<file path="config.mk">
export PLATFORM = sky130hd
export DESIGN_NAME = touch_event_and_swipe_detector_flat
export DESIGN_NICKNAME = d
export VERILOG_FILES = /design/src/tsd_pkg.sv /design/src/tsd_if.sv /design/src/tsd_core.sv /design/src/touch_event_and_swipe_detector.sv /design/src/flat_wrapper.sv
export SDC_FILE = /design/constraint.sdc
export NUM_CORES = 1
export LEC_CHECK = 0
export BUFFER_PORTS_ARGS = -buffer_cell sky130_fd_sc_hd__buf_4
export CAP_MARGIN = 10
export CORE_ASPECT_RATIO = 0.75
export CORE_UTILIZATION = 50
export DETAILED_ROUTE_END_ITERATION = 16
export PLACE_DENSITY_LB_ADDON = 0.25
export SLEW_MARGIN = 15
export SYNTH_ARGS = -nofsm -noshare
export SYNTH_HDL_FRONTEND = slang
export SYNTH_HIERARCHICAL = 1
export SYNTH_SLANG_ARGS = --single-unit
</file>
<file path="constraint.sdc">
create_clock -name clk -period 9.1 [get_ports clk]
set_input_delay 1.82 -clock clk [delete_from_list [all_inputs] [get_ports clk]]
set_output_delay 1.82 -clock clk [all_outputs]
set_load 0.02 [all_outputs]
</file>
<file path="src/tsd_pkg.sv">
// shared types, constants and helpers for the touch event and swipe detector
// no dependencies; compiled first

package tsd_pkg;

    localparam int COORD_BITS = 14;
    localparam int RING_DEPTH = 256;
    localparam int RING_AW    = (RING_DEPTH > 1) ? $clog2(RING_DEPTH) : 1;
    localparam int SLOT_BITS  = 8;
    localparam int THR_BITS   = 8;
    localparam int DIST_BITS  = 15;
    localparam int MAX_RES    = 3;
    localparam int CNT_BITS   = 2;
    localparam int APB_AW     = 3;
    localparam int APB_DW     = 32;

    localparam logic [COORD_BITS-1:0] COORD_MASK = {COORD_BITS{1'b1}};
    localparam logic [THR_BITS-1:0]   THR_RESET  = THR_BITS'(2);
    localparam logic [DIST_BITS-1:0]  DIST_RESET = DIST_BITS'(10);

    // register indexes on the config port
    typedef enum logic
    {
        REG_MOVE_THRESHOLD = 1'b0,
        REG_GESTURE_MIN    = 1'b1
    } reg_idx_t;

    typedef enum logic [1:0]
    {
        EV_DOWN    = 2'd0,
        EV_MOVE    = 2'd1,
        EV_UP      = 2'd2,
        EV_GESTURE = 2'd3
    } evt_kind_t;

    typedef enum logic [2:0]
    {
        DIR_E  = 3'd0,
        DIR_W  = 3'd1,
        DIR_S  = 3'd2,
        DIR_N  = 3'd3,
        DIR_SE = 3'd4,
        DIR_NE = 3'd5,
        DIR_SW = 3'd6,
        DIR_NW = 3'd7
    } dir_t;

    typedef struct packed
    {
        evt_kind_t              kind;
        dir_t                   dir;
        logic [COORD_BITS-1:0]  x;
        logic [COORD_BITS-1:0]  y;
        logic [SLOT_BITS-1:0]   slot;
        logic                   last;
    } res_t;

    typedef struct packed
    {
        res_t [MAX_RES-1:0]     res;
        logic [CNT_BITS-1:0]    cnt;
    } bundle_t;

    // tracker state; move count only needs to know "more than two"
    typedef struct packed
    {
        logic                   was_down;
        logic [COORD_BITS-1:0]  prev_x;
        logic [COORD_BITS-1:0]  prev_y;
        logic [COORD_BITS-1:0]  start_x;
        logic [COORD_BITS-1:0]  start_y;
        logic [1:0]             mcnt;
        logic [RING_AW-1:0]     tail;
        logic [RING_AW-1:0]     head;
    } st_t;

    localparam st_t ST_RESET = '{
        was_down: 1'b0,
        prev_x:   COORD_MASK,
        prev_y:   COORD_MASK,
        start_x:  COORD_MASK,
        start_y:  COORD_MASK,
        mcnt:     2'd0,
        tail:     '0,
        head:     '0
    };

endpackage

</file>
<file path="src/tsd_if.sv">
// handshake channels for touch samples and result events
// depends on tsd_pkg

interface tsd_sample_if;
    import tsd_pkg::*;

    logic                   valid;
    logic                   ready;
    logic                   touching;
    logic [COORD_BITS-1:0]  touch_x;
    logic [COORD_BITS-1:0]  touch_y;

    modport source (output valid, touching, touch_x, touch_y, input ready);
    modport sink   (input valid, touching, touch_x, touch_y, output ready);
endinterface

interface tsd_event_if;
    import tsd_pkg::*;

    logic                   valid;
    logic                   ready;
    logic [1:0]             event_kind;
    logic [2:0]             direction;
    logic [COORD_BITS-1:0]  point_x;
    logic [COORD_BITS-1:0]  point_y;
    logic [SLOT_BITS-1:0]   slot;
    logic                   last;

    modport source (output valid, event_kind, direction, point_x, point_y, slot, last,
                    input ready);
    modport sink   (input valid, event_kind, direction, point_x, point_y, slot, last,
                    output ready);
endinterface

</file>
<file path="src/tsd_core.sv">
// combinational event logic: one sample plus tracker state gives next state
// and up to three result beats; depends on tsd_pkg

module tsd_core
(
    input  tsd_pkg::st_t                          st,
    input  logic                                  touching,
    input  logic [tsd_pkg::COORD_BITS-1:0]        touch_x,
    input  logic [tsd_pkg::COORD_BITS-1:0]        touch_y,
    input  logic [tsd_pkg::THR_BITS-1:0]          move_threshold,
    input  logic [tsd_pkg::DIST_BITS-1:0]         gesture_min_distance,
    output tsd_pkg::st_t                          st_next,
    output tsd_pkg::bundle_t                      bundle
);
    import tsd_pkg::*;

    function automatic logic [COORD_BITS-1:0] absdiff(
        input logic [COORD_BITS-1:0] a,
        input logic [COORD_BITS-1:0] b
    );
        return (a > b) ? a - b : b - a;
    endfunction

    function automatic logic [RING_AW-1:0] ring_adv(input logic [RING_AW-1:0] p);
        return (p == RING_AW'(RING_DEPTH - 1)) ? '0 : p + 1'b1;
    endfunction

    logic [COORD_BITS-1:0]  adx_p;
    logic [COORD_BITS-1:0]  ady_p;
    logic [COORD_BITS-1:0]  adx_s;
    logic [COORD_BITS-1:0]  ady_s;
    logic [COORD_BITS-1:0]  thr;
    logic [DIST_BITS-1:0]   swipe_len;
    logic                   past_thr;
    logic                   diag;
    logic                   x_pos;
    logic                   y_pos;
    dir_t                   dir;
    logic [RING_AW-1:0]     tail_adv;
    logic [RING_AW-1:0]     head_adv;
    logic [SLOT_BITS-1:0]   slot_cur;
    res_t                   r_down;
    res_t                   r_move;
    res_t                   r_up;
    res_t                   r_gest;

    assign thr       = COORD_BITS'(move_threshold);
    assign adx_p     = absdiff(touch_x, st.prev_x);
    assign ady_p     = absdiff(touch_y, st.prev_y);
    assign adx_s     = absdiff(touch_x, st.start_x);
    assign ady_s     = absdiff(touch_y, st.start_y);
    assign past_thr  = (adx_p > thr) && (ady_p > thr);
    assign swipe_len = DIST_BITS'(adx_s) + DIST_BITS'(ady_s);
    assign x_pos     = touch_x > st.start_x;
    assign y_pos     = touch_y > st.start_y;

    // eight-way classification around the swipe start point
    always_comb
    begin
        if (adx_s > ady_s)
            diag = (adx_s - ady_s) <= (adx_s >> 1);
        else
            diag = (ady_s - adx_s) <= (ady_s >> 1);

        if (diag)
            dir = x_pos ? (y_pos ? DIR_SE : DIR_NE) : (y_pos ? DIR_SW : DIR_NW);
        else if (adx_s > ady_s)
            dir = x_pos ? DIR_E : DIR_W;
        else
            dir = y_pos ? DIR_S : DIR_N;
    end

    // at most one point is stored per sample
    assign tail_adv = ring_adv(st.tail);
    assign head_adv = (tail_adv == st.head) ? ring_adv(st.head) : st.head;
    assign slot_cur = SLOT_BITS'(st.tail);

    always_comb
    begin
        r_down = '{kind: EV_DOWN, dir: DIR_E, x: touch_x, y: touch_y,
                   slot: slot_cur, last: 1'b0};
        r_move = '{kind: EV_MOVE, dir: DIR_E, x: touch_x, y: touch_y,
                   slot: slot_cur, last: 1'b0};
        r_up   = '{kind: EV_UP, dir: DIR_E, x: touch_x, y: touch_y,
                   slot: slot_cur, last: 1'b0};
        r_gest = '{kind: EV_GESTURE, dir: dir, x: st.start_x, y: st.start_y,
                   slot: '0, last: 1'b0};
    end

    always_comb
    begin
        st_next    = st;
        bundle.res = '0;
        bundle.cnt = '0;

        priority if (touching && !st.was_down)
        begin
            st_next.was_down = 1'b1;
            st_next.prev_x   = touch_x;
            st_next.prev_y   = touch_y;
            st_next.start_x  = touch_x;
            st_next.start_y  = touch_y;
            st_next.tail     = tail_adv;
            st_next.head     = head_adv;
            bundle.res[0]    = r_down;
            bundle.cnt       = CNT_BITS'(1);
        end
        else if (touching && st.was_down)
        begin
            if (st.mcnt != 2'd3)
                st_next.mcnt = st.mcnt + 2'd1;
            if (past_thr)
            begin
                st_next.prev_x = touch_x;
                st_next.prev_y = touch_y;
                st_next.tail   = tail_adv;
                st_next.head   = head_adv;
                bundle.res[0]  = r_move;
                bundle.cnt     = CNT_BITS'(1);
            end
        end
        else if (!touching && st.was_down)
        begin
            st_next.was_down = 1'b0;
            st_next.prev_x   = touch_x;
            st_next.prev_y   = touch_y;
            st_next.tail     = tail_adv;
            st_next.head     = head_adv;
            // release move: compared against the point before it is replaced
            if ((st.mcnt == 2'd3) && past_thr)
            begin
                st_next.mcnt  = 2'd0;
                bundle.res[0] = r_move;
                bundle.res[1] = r_up;
                bundle.res[2] = r_gest;
                bundle.cnt    = (swipe_len >= gesture_min_distance) ? CNT_BITS'(3)
                                                                    : CNT_BITS'(2);
            end
            else
            begin
                bundle.res[0] = r_up;
                bundle.res[1] = r_gest;
                bundle.cnt    = (swipe_len >= gesture_min_distance) ? CNT_BITS'(2)
                                                                    : CNT_BITS'(1);
            end
        end
        else
        begin
            // idle sample, nothing to report
            bundle.cnt = '0;
        end

        for (int i = 0; i < MAX_RES; i++)
            bundle.res[i].last = (CNT_BITS'(i + 1) == bundle.cnt);
    end

endmodule

</file>
<file path="src/touch_event_and_swipe_detector.sv">
// touch event and swipe detector top level: config registers, tracker state,
// result beat queue; depends on tsd_pkg, tsd_if.sv and tsd_core
//
// usage
// - sample channel (tsd_sample_if sink): one touch sample per beat, a contact
//   flag and x/y coordinates
// - event channel (tsd_event_if source): down, move, up and gesture events,
//   zero to three beats per sample, the final beat of a sample flagged by last
// - apb port: move_threshold at 0x0, gesture_min_distance at 0x4; write only
//   while the block is idle; reads return the current values
// timing and throughput
// - the first event of a sample is registered, shown in the cycle after the sample beat
// - the result queue drains one event beat per cycle unless the receiver
//   stalls, and takes the next sample in the same cycle as its final beat
//   leaves, so samples giving at most one event stream at one per cycle; a
//   release with move, up and gesture holds the sample side until all leave
// reset
// - rst_n clears the tracker (not touched, start/prev points all ones, ring
//   tail and head at slot 0), empties the queue and loads register defaults
//   (threshold 2, minimum distance 10); no clearing pass is needed
// backpressure
// - while the event receiver stalls the queued event beat holds steady and
//   the sample side stays not ready once the pending sample's last beat waits

module touch_event_and_swipe_detector
(
    input  logic                        clk,
    input  logic                        rst_n,
    input  logic                        psel,
    input  logic                        penable,
    input  logic                        pwrite,
    input  logic [tsd_pkg::APB_AW-1:0]  paddr,
    input  logic [tsd_pkg::APB_DW-1:0]  pwdata,
    output logic [tsd_pkg::APB_DW-1:0]  prdata,
    output logic                        pready,
    tsd_sample_if.sink                  sample,
    tsd_event_if.source                 evt
);
    import tsd_pkg::*;

    // config registers
    logic [THR_BITS-1:0]    thr_reg;
    logic [DIST_BITS-1:0]   gmd_reg;
    logic                   cfg_wr;
    reg_idx_t               cfg_idx;

    // tracker state
    st_t                    st_reg;
    st_t                    st_next;

    // result queue: beat 0 is on the port, later beats shift down
    res_t [MAX_RES-1:0]     res_reg;
    logic [CNT_BITS-1:0]    cnt_reg;
    bundle_t                bundle;

    logic                   in_fire;
    logic                   out_fire;

    // apb: byte lanes within a word are ignored, word index picks the register
    assign pready  = 1'b1;
    assign cfg_wr  = psel && penable && pwrite;
    assign cfg_idx = reg_idx_t'(paddr[2]);

    always_comb
    begin
        unique case (cfg_idx)
            REG_MOVE_THRESHOLD: prdata = APB_DW'(thr_reg);
            REG_GESTURE_MIN:    prdata = APB_DW'(gmd_reg);
            default:            prdata = '0;
        endcase
    end

    always_ff @(posedge clk or negedge rst_n)
    begin
        if (!rst_n)
        begin
            thr_reg <= THR_RESET;
            gmd_reg <= DIST_RESET;
        end
        else if (cfg_wr)
        begin
            unique case (cfg_idx)
                REG_MOVE_THRESHOLD: thr_reg <= pwdata[THR_BITS-1:0];
                REG_GESTURE_MIN:    gmd_reg <= pwdata[DIST_BITS-1:0];
                default:            ;
            endcase
        end
    end

    // handshakes: a new sample enters when the queue is empty or its final
    // beat leaves in this cycle
    assign out_fire     = evt.valid && evt.ready;
    assign sample.ready = (cnt_reg == '0) || ((cnt_reg == CNT_BITS'(1)) && evt.ready);
    assign in_fire      = sample.valid && sample.ready;

    tsd_core u_core
    (
        .st                   (st_reg),
        .touching             (sample.touching),
        .touch_x              (sample.touch_x),
        .touch_y              (sample.touch_y),
        .move_threshold       (thr_reg),
        .gesture_min_distance (gmd_reg),
        .st_next              (st_next),
        .bundle               (bundle)
    );

    // state only moves on an accepted sample
    always_ff @(posedge clk or negedge rst_n)
    begin
        if (!rst_n)
            st_reg <= ST_RESET;
        else if (in_fire)
            st_reg <= st_next;
    end

    always_ff @(posedge clk or negedge rst_n)
    begin
        if (!rst_n)
            cnt_reg <= '0;
        else if (in_fire)
            cnt_reg <= bundle.cnt;
        else if (out_fire)
            cnt_reg <= cnt_reg - 1'b1;
    end

    // payload, no reset
    always_ff @(posedge clk)
    begin
        if (in_fire)
            res_reg <= bundle.res;
        else if (out_fire)
            res_reg <= {res_t'('0), res_reg[MAX_RES-1:1]};
    end

    // event port driven straight from the head of the queue
    assign evt.valid      = (cnt_reg != '0);
    assign evt.event_kind = res_reg[0].kind;
    assign evt.direction  = res_reg[0].dir;
    assign evt.point_x    = res_reg[0].x;
    assign evt.point_y    = res_reg[0].y;
    assign evt.slot       = res_reg[0].slot;
    assign evt.last       = res_reg[0].last;

    // last flag must mark exactly the final queued beat
    a_last_matches_cnt: assert property (@(posedge clk) disable iff (!rst_n)
        evt.valid |-> (evt.last == (cnt_reg == CNT_BITS'(1))))
        else $error("last flag out of step with queue count");

    // a sample never enters while beats other than the departing last remain
    a_no_overrun: assert property (@(posedge clk) disable iff (!rst_n)
        (in_fire && (cnt_reg != '0)) |-> (out_fire && (cnt_reg == CNT_BITS'(1))))
        else $error("sample accepted over pending events");

    // gesture beats carry no ring slot
    a_gesture_slot: assert property (@(posedge clk) disable iff (!rst_n)
        (evt.valid && (evt.event_kind == EV_GESTURE)) |-> (evt.slot == '0))
        else $error("gesture event with nonzero slot");

    // ring tail and contact state move only with an accepted sample
    a_tail_hold: assert property (@(posedge clk) disable iff (!rst_n)
        !in_fire |=> ($stable(st_reg.tail) && $stable(st_reg.was_down)))
        else $error("tracker state changed without a sample");

    // a gesture always closes the beats of its sample
    a_gesture_last: assert property (@(posedge clk) disable iff (!rst_n)
        (evt.valid && (evt.event_kind == EV_GESTURE)) |-> evt.last)
        else $error("gesture event not the final beat");

endmodule

</file>
<file path="src/flat_wrapper.sv">
// flat-port wrapper written by rule: the top's interface ports become plain ports
module touch_event_and_swipe_detector_flat import tsd_pkg::*;
  (clk, rst_n, psel, penable, pwrite, paddr, pwdata, prdata, pready, sample_valid, sample_touching, sample_touch_x, sample_touch_y, sample_ready, evt_valid, evt_event_kind, evt_direction, evt_point_x, evt_point_y, evt_slot, evt_last, evt_ready);
  tsd_sample_if sample_i ();
  tsd_event_if evt_i ();
  input  logic clk;
  input  logic rst_n;
  input  logic psel;
  input  logic penable;
  input  logic pwrite;
  input  logic [tsd_pkg::APB_AW-1:0] paddr;
  input  logic [tsd_pkg::APB_DW-1:0] pwdata;
  output logic [tsd_pkg::APB_DW-1:0] prdata;
  output logic pready;
  input wire logic [$bits(sample_i.valid)-1:0] sample_valid;
  input wire logic [$bits(sample_i.touching)-1:0] sample_touching;
  input wire logic [$bits(sample_i.touch_x)-1:0] sample_touch_x;
  input wire logic [$bits(sample_i.touch_y)-1:0] sample_touch_y;
  output wire logic [$bits(sample_i.ready)-1:0] sample_ready;
  output wire logic [$bits(evt_i.valid)-1:0] evt_valid;
  output wire logic [$bits(evt_i.event_kind)-1:0] evt_event_kind;
  output wire logic [$bits(evt_i.direction)-1:0] evt_direction;
  output wire logic [$bits(evt_i.point_x)-1:0] evt_point_x;
  output wire logic [$bits(evt_i.point_y)-1:0] evt_point_y;
  output wire logic [$bits(evt_i.slot)-1:0] evt_slot;
  output wire logic [$bits(evt_i.last)-1:0] evt_last;
  input wire logic [$bits(evt_i.ready)-1:0] evt_ready;
  assign sample_i.valid = sample_valid;
  assign sample_i.touching = sample_touching;
  assign sample_i.touch_x = sample_touch_x;
  assign sample_i.touch_y = sample_touch_y;
  assign sample_ready = sample_i.ready;
  assign evt_valid = evt_i.valid;
  assign evt_event_kind = evt_i.event_kind;
  assign evt_direction = evt_i.direction;
  assign evt_point_x = evt_i.point_x;
  assign evt_point_y = evt_i.point_y;
  assign evt_slot = evt_i.slot;
  assign evt_last = evt_i.last;
  assign evt_i.ready = evt_ready;
  touch_event_and_swipe_detector u_core (.clk(clk), .rst_n(rst_n), .psel(psel), .penable(penable), .pwrite(pwrite), .paddr(paddr), .pwdata(pwdata), .prdata(prdata), .pready(pready), .sample(sample_i), .evt(evt_i));
endmodule
</file>
# --- Word-level counts from Yosys, hierarchy flattened ---
# Cells that the tools add are included.
word_totals:
  regBits: 226
  input_bits: 71
classes:
  eq_ne: 12
  n_lt_le_gt_ge: 10
  muxes: 42
  n_addsub: 15
  bitwise: 2
  n_reduce_logical: 26
op_table:
  columns: ["operator", "n"]
  rows:
  - ["$mux 126", 3]
  - ["$mux 84", 2]
  - ["$sub 14x14->14", 10]
  - ["$mux 44", 2]
  - ["$mux 85", 1]
  - ["$gt 14x14->1", 5]
  - ["$pmux 32 s2", 1]
  - ["$mux 29", 2]
  - ["$mux 14", 4]
  - ["$mux 28", 2]
  - ["$mux 43", 1]
  - ["$mux 42", 1]
  - ["$mux 18", 2]
  - ["$mux 16", 2]
  - ["$gt 14x8->1", 2]
  - ["$le 14x13->1", 2]
  - ["$mux 8", 3]
  - ["$add 8x1->8 const B", 2]
  - ["$eq 8x8->1 const B", 2]
  - ["$mux 2", 8]
  - ["$add 14x14->15", 1]
  - ["$ge 15x15->1", 1]
  - ["$logic_and 1x1->1", 10]
  - ["$reduce_bool 2->1", 5]
  - ["other kinds (20)", 33]

# --- Logic depth before layout (Yosys ltp) ---
# Gate-level depths: netlist of the first run.
depth:
  word_depth: 12
  mapped_depth: 34

# --- Hierarchy ---
# The synthesis of the first run kept the hierarchy.
modules_own_cells:
  columns: ["mod", "seq_area_each_um2", "area_per_inst_um2", "n_inst", "cells_each"]
  rows:
  - ["tsd_core", 0.0, 11220.8, 1, 1587]
  - ["touch_event_and_swipe_detector", 6359.8, 9825.7, 1, 574]

# --- Worst setup path before layout of the first run ---
# OpenSTA, ideal clock, no wires.
synth_timing:
  kind: "input port to flip-flop"
  startpoint: "input port sample_touch_y[0]"
  endpoint: "register u_core/res_reg[42] (netlist name), data pin"
  setup_ps: 260
  setup_slack_ps: 1322
  path_stages: 31
  required_ps: 8840
  arrival_time_ps: 7519
  cell_sequence: "inv_1 -> ha_1 -> inv_1 -> fa_1 -> a21oi_1 -> o221ai_1 -> a2111o_1 -> nand2_2 -> buf_4 -> mux2i_1 -> nand3_1 -> a21oi_1 -> a211oi_1 -> a31oi_1 -> xnor2_1 -> ha_1 -> clkbuf_1 -> nand3b_1 -> o21ai_0 -> a211oi_2 -> o21bai_1 -> a21o_1 -> xnor2_1 -> ha_1 -> o21ai_0 -> a211oi_1 -> or3_1 -> o21ai_0 -> ha_1 -> and2_1 -> mux2_2"
synth_rtl:
  columns: ["element", "line", "rtl"]
  rows:
  - ["start: declaration", "flat_wrapper.sv:18", "input wire logic [$bits(sample_i.touch_y)-1:0] sample_touch_y;"]
  - ["end signal: assignment", "touch_event_and_swipe_detector.sv:131", "res_reg <= bundle.res;"]
  - ["end signal: assignment", "touch_event_and_swipe_detector.sv:133", "res_reg <= {res_t'('0), res_reg[MAX_RES-1:1]};"]
  - ["end: declaration", "touch_event_and_swipe_detector.sv:52", "res_t [MAX_RES-1:0] res_reg;"]

==> impl_summary.md, run 1 <==
Floorplanning
In this run the count of I/O pins placed on the die edge is 148. Measured along the y axis, the die boundary spans 177 um. From left edge to right edge, the die measures 235 um. The area inside the core boundary is 39900 um2. The initial utilization of the core area, before any placement, comes to 0.511. The total die area is 41600 um2. In this run the core area contains 63 standard-cell rows.

Finish
The antenna cell count is 0. Compared with the post-synthesis result, the final layout area differs by 8.14%. The design area is 22000 um2. Once layout is complete, the utilization of the core stands at 0.553.

The register with the most flip-flops in the layout has 84 of them. The net count reported at finish is 2415. Of the cells placed in the final design, the portion with a size suffix greater than 1 is 0.251.

Global routing
The all-layer global routing usage is 0.266. The first global-routing pass estimated 86.8 mm of wire. Entering global routing, the biggest net connects 71 pins. The via count of the first global-routing pass is 15.0k. The number of antenna violations at the first check in global routing was 0. The overflow left after global routing is 0.

Setup path
For the worst setup path, the data required time is 9.42 ns. The kind of cell adding the most delay to the critical path is compound AO/OA/AOI/OAI gates. The critical path is of the input port to register type. In this run the register-to-register setup slack is 1.58 ns. The worst-case reg-to-reg path depth is 33. The arrival time at the worst endpoint is 8.73 ns. The most used cell along the critical path is sky130_fd_sc_hd__buf_4. Of all nets on the critical path, the largest fanout is 8.

The nature of the critical path endpoint is a register. The standard cell with the maximum stage delay on the critical path is sky130_fd_sc_hd__a2111o_1. The worst register-to-register path begins at u_core/st_reg[30]$_DFFE_PN1P_.

The sum of buffers and inverters on the critical path is 6. In this design, the stage delay of the slowest critical-path cell is 0.50 ns. The capture instance of the worst register-to-register path is u_core/res_reg[79]$_DFFE_PP_. STA classifies the critical path startpoint as an input port.

Placement
The final RePlAce weighted congestion is 0.938. Port buffering added 110 buffers. The wire-length estimate of the detail-placed layout is 41.1 mm. The placed instance area is 21200 um2.

Synthesis
The post-synthesis instance area is 20400 um2. The number of warnings reported in the yosys synthesis log is 6. The post-synthesis instance total is 2091. After synthesis, the mean cell area works out to 9.75 um2.

Hold path
The beginning of the worst hold path is u_core/cnt_reg[1]$_DFFE_PN0P_. The worst hold path terminates at u_core/cnt_reg[1]$_DFFE_PN0P_. The instance count along the most critical hold path is 1.

The worst min-delay path category is register to register.

STA
Measured against its own limit, the worst slew margin works out to 0.330. The count of pins over their slew limit is 0. Setup violations remaining at the end of the flow were counted as 0. At the pin with the least slew margin, the transition time is 1.00 ns.

Dividing the final minimum period by the clock period gives 0.925. The worst path in the final design needs a cycle of 8.42 ns, including I/O delays and setup. The final hold violation count is 0. The achievable clock frequency is 0.119 GHz. The final-layout setup total negative slack is 0 ns. The worst setup skew after layout is 0.0155 ns. Setup repair after global routing left no endpoint under its margin.

Detailed routing
The first routing iteration left 1150 violations. The post-route antenna net violation count is 0. The detail-routed net length per standard cell is 20.9 um. Wires add up to 55.7 mm.

The ratio of routed vias to standard cells is 5.82. The number of DRC violations after detailed routing is 0. The detailed router placed 15.5k vias in this run.

The number of search-and-repair iterations in the first detailed-routing pass is 6.

Run
The total of max-cap violations is 0.

Clocking
The number of gates resized after cts is 0. After clock tree synthesis, the setup repair step added 0 buffers. The number of buffers inserted for hold repair after clock tree synthesis is 0. In this run the number of H-tree levels came out at 1. The clock-pin slew on the worst setup and hold paths is 0.06 ns.

The tree built by TritonCTS fans out to 218 sinks. No sink is reached through more buffers than the 3 on the longest clock path. TritonCTS built the clock tree. The clock reaches the later pin of the worst-skew pair after 0.57 ns. The number of buffers created by CTS is 26. The root buffer cell chosen for the clock tree is sky130_fd_sc_hd__clkbuf_16.

Outcome
The flow ran to the end, and the final reports show no timing, DRC or antenna violations.
==> layout by cell type (no fill, tap or decap), types with 26 or more instances in the layout <==
master / instances
sky130_fd_sc_hd__a21o_1: 47
sky130_fd_sc_hd__a21oi_1: 134
sky130_fd_sc_hd__and2_4: 28
sky130_fd_sc_hd__and3_1: 52
sky130_fd_sc_hd__buf_4: 167
sky130_fd_sc_hd__clkbuf_16: 27
sky130_fd_sc_hd__conb_1: 29
sky130_fd_sc_hd__dfrtp_1: 33
sky130_fd_sc_hd__dfstp_2: 59
sky130_fd_sc_hd__edfxtp_1: 126
sky130_fd_sc_hd__ha_1: 208
sky130_fd_sc_hd__inv_1: 181
sky130_fd_sc_hd__mux2_2: 138
sky130_fd_sc_hd__mux2_4: 55
sky130_fd_sc_hd__mux2i_1: 30
sky130_fd_sc_hd__nand2_1: 91
sky130_fd_sc_hd__nand3_1: 57
sky130_fd_sc_hd__nor2_1: 111
sky130_fd_sc_hd__nor3_1: 26
sky130_fd_sc_hd__o21ai_0: 91
sky130_fd_sc_hd__o21bai_4: 27
sky130_fd_sc_hd__o31ai_1: 38
sky130_fd_sc_hd__xnor2_1: 59
sky130_fd_sc_hd__xor2_1: 27
==> routing by layer <==
layer	vias to the layer above	global-route usage	part of all wire
met2	459	0.413	0.43
met4	0	0.0696	0.026
li1	7399	-	-
met3	77	0.0313	0.055
met1	7574	0.391	0.48
met5	-	0	0
==> area by class of cell <==
| cell class | instances | area (um2) |
|---|---|---|
| Timing Repair Buffer | 167 | 1250 |
| Clock buffer | 35 | 716 |
| Fill cell | 3563 | 17800 |
| Clock inverter | 13 | 174 |
| Inverter | 184 | 691 |
| Multi-Input combinational cell | 1528 | 12400 |
| Sequential cell | 218 | 6160 |
| Tap cell | 520 | 651 |
==> worst max-delay path by stage <==
stage                     depth (start not counted)         startpoint                            to  slack, ns
after floorplan                                  31  sample_touch_y[0]  u_core/res_reg[42]$_DFFE_PP_       1.32
after global placement                           36  sample_touch_y[0]  u_core/res_reg[79]$_DFFE_PP_       0.29
after detailed placement                         35  sample_touch_y[0]  u_core/res_reg[79]$_DFFE_PP_       0.23
after CTS                                        36  sample_touch_y[0]  u_core/res_reg[79]$_DFFE_PP_       0.80
after global routing                             36  sample_touch_y[0]  u_core/res_reg[79]$_DFFE_PP_       0.21
final                                            36  sample_touch_y[0]  u_core/res_reg[79]$_DFFE_PP_       0.68
==> through the flow <==
step / hold slack [ns] / instances / worst slack [ns]
final: 0.515 / 2665 / 0.683
after global routing: 0.536 / 2665 / 0.208
after CTS: 0.520 / 2665 / 0.797
after detailed placement: 0.506 / 2617 / 0.233
after global placement: 0.492 / 2617 / 0.293
after floorplan: 0.475 / 2117 / 1.32
Power of run 1 is not shown: default switching activity piles up to over one toggle a cycle in this logic, so the estimate is an artifact.
==> run 2, diff against run 1 <==
- SYNTH_HIERARCHICAL: 1 -> default
==> run 2 against run 1 <==
  * Final area is 10% lower
  * Die area down 12%
  * Synthesized area shrank 12%
  * Global-route usage fell by 0.63 points
  * Non-clock buffer count decreased by 2
  * Critical path depth decreased by 2
==> impl_summary.md, run 2 <==
STA
The achievable clock frequency is 0.116 GHz (-2.5%). The final hold violation count is 0 (unchanged). The final-layout setup total negative slack came to 0 ns (unchanged).

The transition time at the pin with the least slew margin was 0.940 ns (-0.0640 ns). The portion of the clock cycle consumed by the worst path in the final layout was 0.948 (+0.0236). The count of pins over their slew limit came to 0 (unchanged). The remaining max-slew budget at the tightest pin is 0.373 (+0.0426).

The worst setup skew after layout is 0.0258 ns (+0.0103 ns). Setup repair after global routing left no endpoint under its margin. The post-layout minimum cycle time came to 8.63 ns (+0.215 ns). The number of setup violations in the final report was 0 (unchanged).

Clocking
The clock-pin slew on the worst setup and hold paths is 0.06 ns (about the same). The number of buffers created by CTS came to 24 (-7.7%). The deepest clock path buffer count came to 3 (unchanged). The TritonCTS sink count was 209 (-4.1%).

The clock latency of the later-clocked register in the worst-skew pair is 0.55 ns (-0.02 ns). The number of buffers inserted for hold repair after clock tree synthesis is 0 (unchanged). The post-CTS setup-driven buffer insertion count is 0 (unchanged). The clock tree from TritonCTS is done. The number of gates resized after cts is 0 (unchanged). The level count of the clock H-tree is 1 (unchanged). CTS placed an instance of sky130_fd_sc_hd__clkbuf_16 at the clock tree root.

Placement
The detailed placement HPWL is 37.1 mm (-9.9%). The count of buffers from port buffering is 110 (unchanged). The final RePlAce weighted congestion was 0.964 (+2.7%).

Hold path
The worst hold path endpoint is u_core.st_reg[20]$_DFFE_PN1P_. In this run the most critical hold path is launched from u_core.st_reg[20]$_DFFE_PN1P_. The instance count along the most critical hold path is 2 (+1).

The worst min-delay path category is register to register.

Setup path
The capture instance of the worst register-to-register path is u_core.res_reg[79]$_DFFE_PP_. The largest stage delay on the critical path is 0.51 ns (about the same). The setup slack of the most critical reg-to-reg path is 1.45 ns (-0.13 ns). The nature of the critical path endpoint is a register.

The launching element type of the critical path is an input port. The worst-case reg-to-reg path depth came to 32 (-3.0%). The highest fanout seen on the critical path was 9 (+1).

The standard cell with the maximum stage delay on the critical path is sky130_fd_sc_hd__ha_1. The required time of the worst setup path is 9.47 ns (+0.05 ns). In this run the critical register-to-register path is launched from u_core.st_reg[18]$_DFFE_PN1P_.

The arrival time at the worst endpoint is 9.00 ns (+0.27 ns). The worst setup path is of the input port to register kind.

Global routing
The met1 usage is 0.399 (+0.00853). The overflow left after global routing is 0 (unchanged). The wire length of the first global-routing pass is 76.1 mm (-12%). The all-layer global routing usage is 0.260 (-0.00625). The met3 track demand over resource in global routing is 0.0384 (+0.00705). The met2 track utilization from global routing was 0.382 (-0.0316). The number of antenna violations at the first check in global routing was 0 (unchanged). The global routing stage identified its most utilized layer as met1.

The via count of the first global-routing pass is 13.9k (-7.1%). The pin count of the biggest net entering global routing was 122 (+72%).

Detailed routing
The post-detailed-routing wire length is 48.5 mm (-13%). The post-route antenna net violation count was 0 (unchanged). The number of DRC violations after detailed routing came to 0 (unchanged). The number of search-and-repair iterations in the first detailed-routing pass is 5 (-1). The detail-routed net length per standard cell is 19.4 um (-7.0%). The violation count after the first detailed-route iteration came to 1135 (-1.3%). The number of vias after detailed routing is 14.5k (-6.3%).

The ratio of routed vias to standard cells is 5.82 (about the same).

Synthesis
The number of warnings reported in the yosys synthesis log is 0 (-6). The most common cell in the synthesized netlist is sky130_fd_sc_hd__ha_1. The distinct cell type count of the synthesized netlist is 85.

For this run, the register share of the synthesized area comes to 0.328. The share of synthesized area in the top cell type comes to 0.195. Counting instances in the post-synthesis netlist gives the leading cell types as 215 x sky130_fd_sc_hd__ha_1, 185 x sky130_fd_sc_hd__inv_1, 184 x sky130_fd_sc_hd__nand2_1, 140 x sky130_fd_sc_hd__a21oi_1, 129 x sky130_fd_sc_hd__o21ai_0. The mean instance size in the synthesized netlist is 9.15 um2 (-6.2%). sky130_fd_sc_hd__edfxtp_1 takes more of the synthesized area than any other cell.

The most used flip-flop cell after synthesis is sky130_fd_sc_hd__edfxtp_1. The post-synthesis instance total is 1964 (-6.1%). The post-synthesis register bit count is 209.

The number of enable-type register cells in the synthesized netlist is 117. The post-synthesis instance area came to 18000 um2 (-12%). After synthesis, the cell types taking the most area are sky130_fd_sc_hd__edfxtp_1 20%, sky130_fd_sc_hd__ha_1 15%, sky130_fd_sc_hd__dfstp_2 8.6%.

The fraction of registers with async set/reset is 0.440.

Floorplanning
The die outline height is 166 um (-6.0%). The width of the die came to 221 um (-6.1%). The total die area came to 36700 um2 (-12%). The area inside the core boundary was 35100 um2 (-12%).

The starting utilization of the core area is 0.513 (+0.00134). The row count is 59 (-6.3%). The I/O pin total is 148 (unchanged).

Finish
The net count reported at finish was 2319 (-4.0%). The antenna cell count is 0 (unchanged). The number of flip-flops under the largest register name was 75 (-11%). The layout overhead on the synthesized area is 10.4%. The most common cell after layout, fill and taps aside is sky130_fd_sc_hd__ha_1. The share of layout cells above drive strength 1 is 0.167 (-0.0837). Leaving out fill and tap cells, the most frequent cells in the layout are 215 x sky130_fd_sc_hd__ha_1, 185 x sky130_fd_sc_hd__inv_1, 183 x sky130_fd_sc_hd__nand2_1.

Outcome
The flow ran to the end, and the final reports show no timing, DRC or antenna violations.

Run
The total of max-cap violations is 0 (unchanged).
run 2: cell types whose count changed in the layout (fill, tap and decap cells not counted), moves of 27 or more:
cell and change:
sky130_fd_sc_hd__and2_4 -28, sky130_fd_sc_hd__mux2_2 -95, sky130_fd_sc_hd__o21ai_0 +38, sky130_fd_sc_hd__and3_1 -40, sky130_fd_sc_hd__nand2_1 +92, sky130_fd_sc_hd__mux2_4 -55
sky130_fd_sc_hd__mux2i_1 +49, sky130_fd_sc_hd__o21bai_4 -27, sky130_fd_sc_hd__nand3_1 -27
run 2: layout make-up:
type / count / area [um2]
clock buffer: 30 / 666
clock inverter: 14 / 148
fill: 3135 / 15200
inverter: 188 / 706
multi-input combinational: 1434 / 10600
sequential: 209 / 5890
tap: 457 / 572
timing repair buffer: 165 / 1240
run 2: logic make-up (layout without fill, tap and decap cells):
kind of cell,count (synthesis),in the layout,share of synthesized area
AOI/OAI and AO/OA,526,526,0.192
and+or+nand+nor,459,459,0.120
buffers and inverters,337,397,0.0867
adders and majority gates,226,226,0.162
DFF,209,209,0.328
muxes,125,125,0.0728
xor gates and xnor gates,80,80,0.0390
other,2,18,0.000418
run 2: worst max-delay path by stage:
stage / startpoint / endpoint / slack [ns]
after global routing: sample_touch_y[0] / u_core.res_reg[79]$_DFFE_PP_ / 0.09
after CTS: sample_touch_y[0] / u_core.res_reg[79]$_DFFE_PP_ / 0.44
after global placement: sample_touch_y[0] / u_core.res_reg[80]$_DFFE_PP_ / 0.03
after detailed placement: sample_touch_y[0] / u_core.res_reg[80]$_DFFE_PP_ / -0.09
final: sample_touch_y[0] / u_core.res_reg[79]$_DFFE_PP_ / 0.47
after floorplan: sample_touch_y[0] / u_core.res_reg[81]$_DFFE_PP_ / 1.02
run 2: critical path: cells and delay by family:
kind | cells | cell delay (ns)
AO/OA/AOI/OAI | 16 | 3.54
adder cells (fa/ha/maj) | 4 | 1.39
AND/OR/NAND/NOR | 7 | 1.03
buffers and inverters | 4 | 0.48
XOR/XNOR | 2 | 0.44
multiplexers | 1 | 0.29
run 2: metal layers:
| metal | vias up | routed length [um] |
|---|---|---|
| li1 | 7000 | - |
| met1 | 6992 | 24100 |
| met2 | 482 | 20200 |
| met3 | 51 | 3350 |
| met4 | 0 | 916 |
| met5 | - | 0 |
run 2: stage by stage:
step	area, um2	worst slack (ns)	hold slack [ns]	cells	util
global route	19800	0.0865	0.517	2497	0.566
global placement	19000	0.0271	0.474	2453	0.542
floorplan	18000	1.02	0.464	1980	-
CTS	19800	0.443	0.502	2497	0.566
finish	19800	0.469	0.501	2497	0.566
detailed placement	19000	-0.0905	0.480	2453	0.542
Power of run 2 is left out for the same reason.
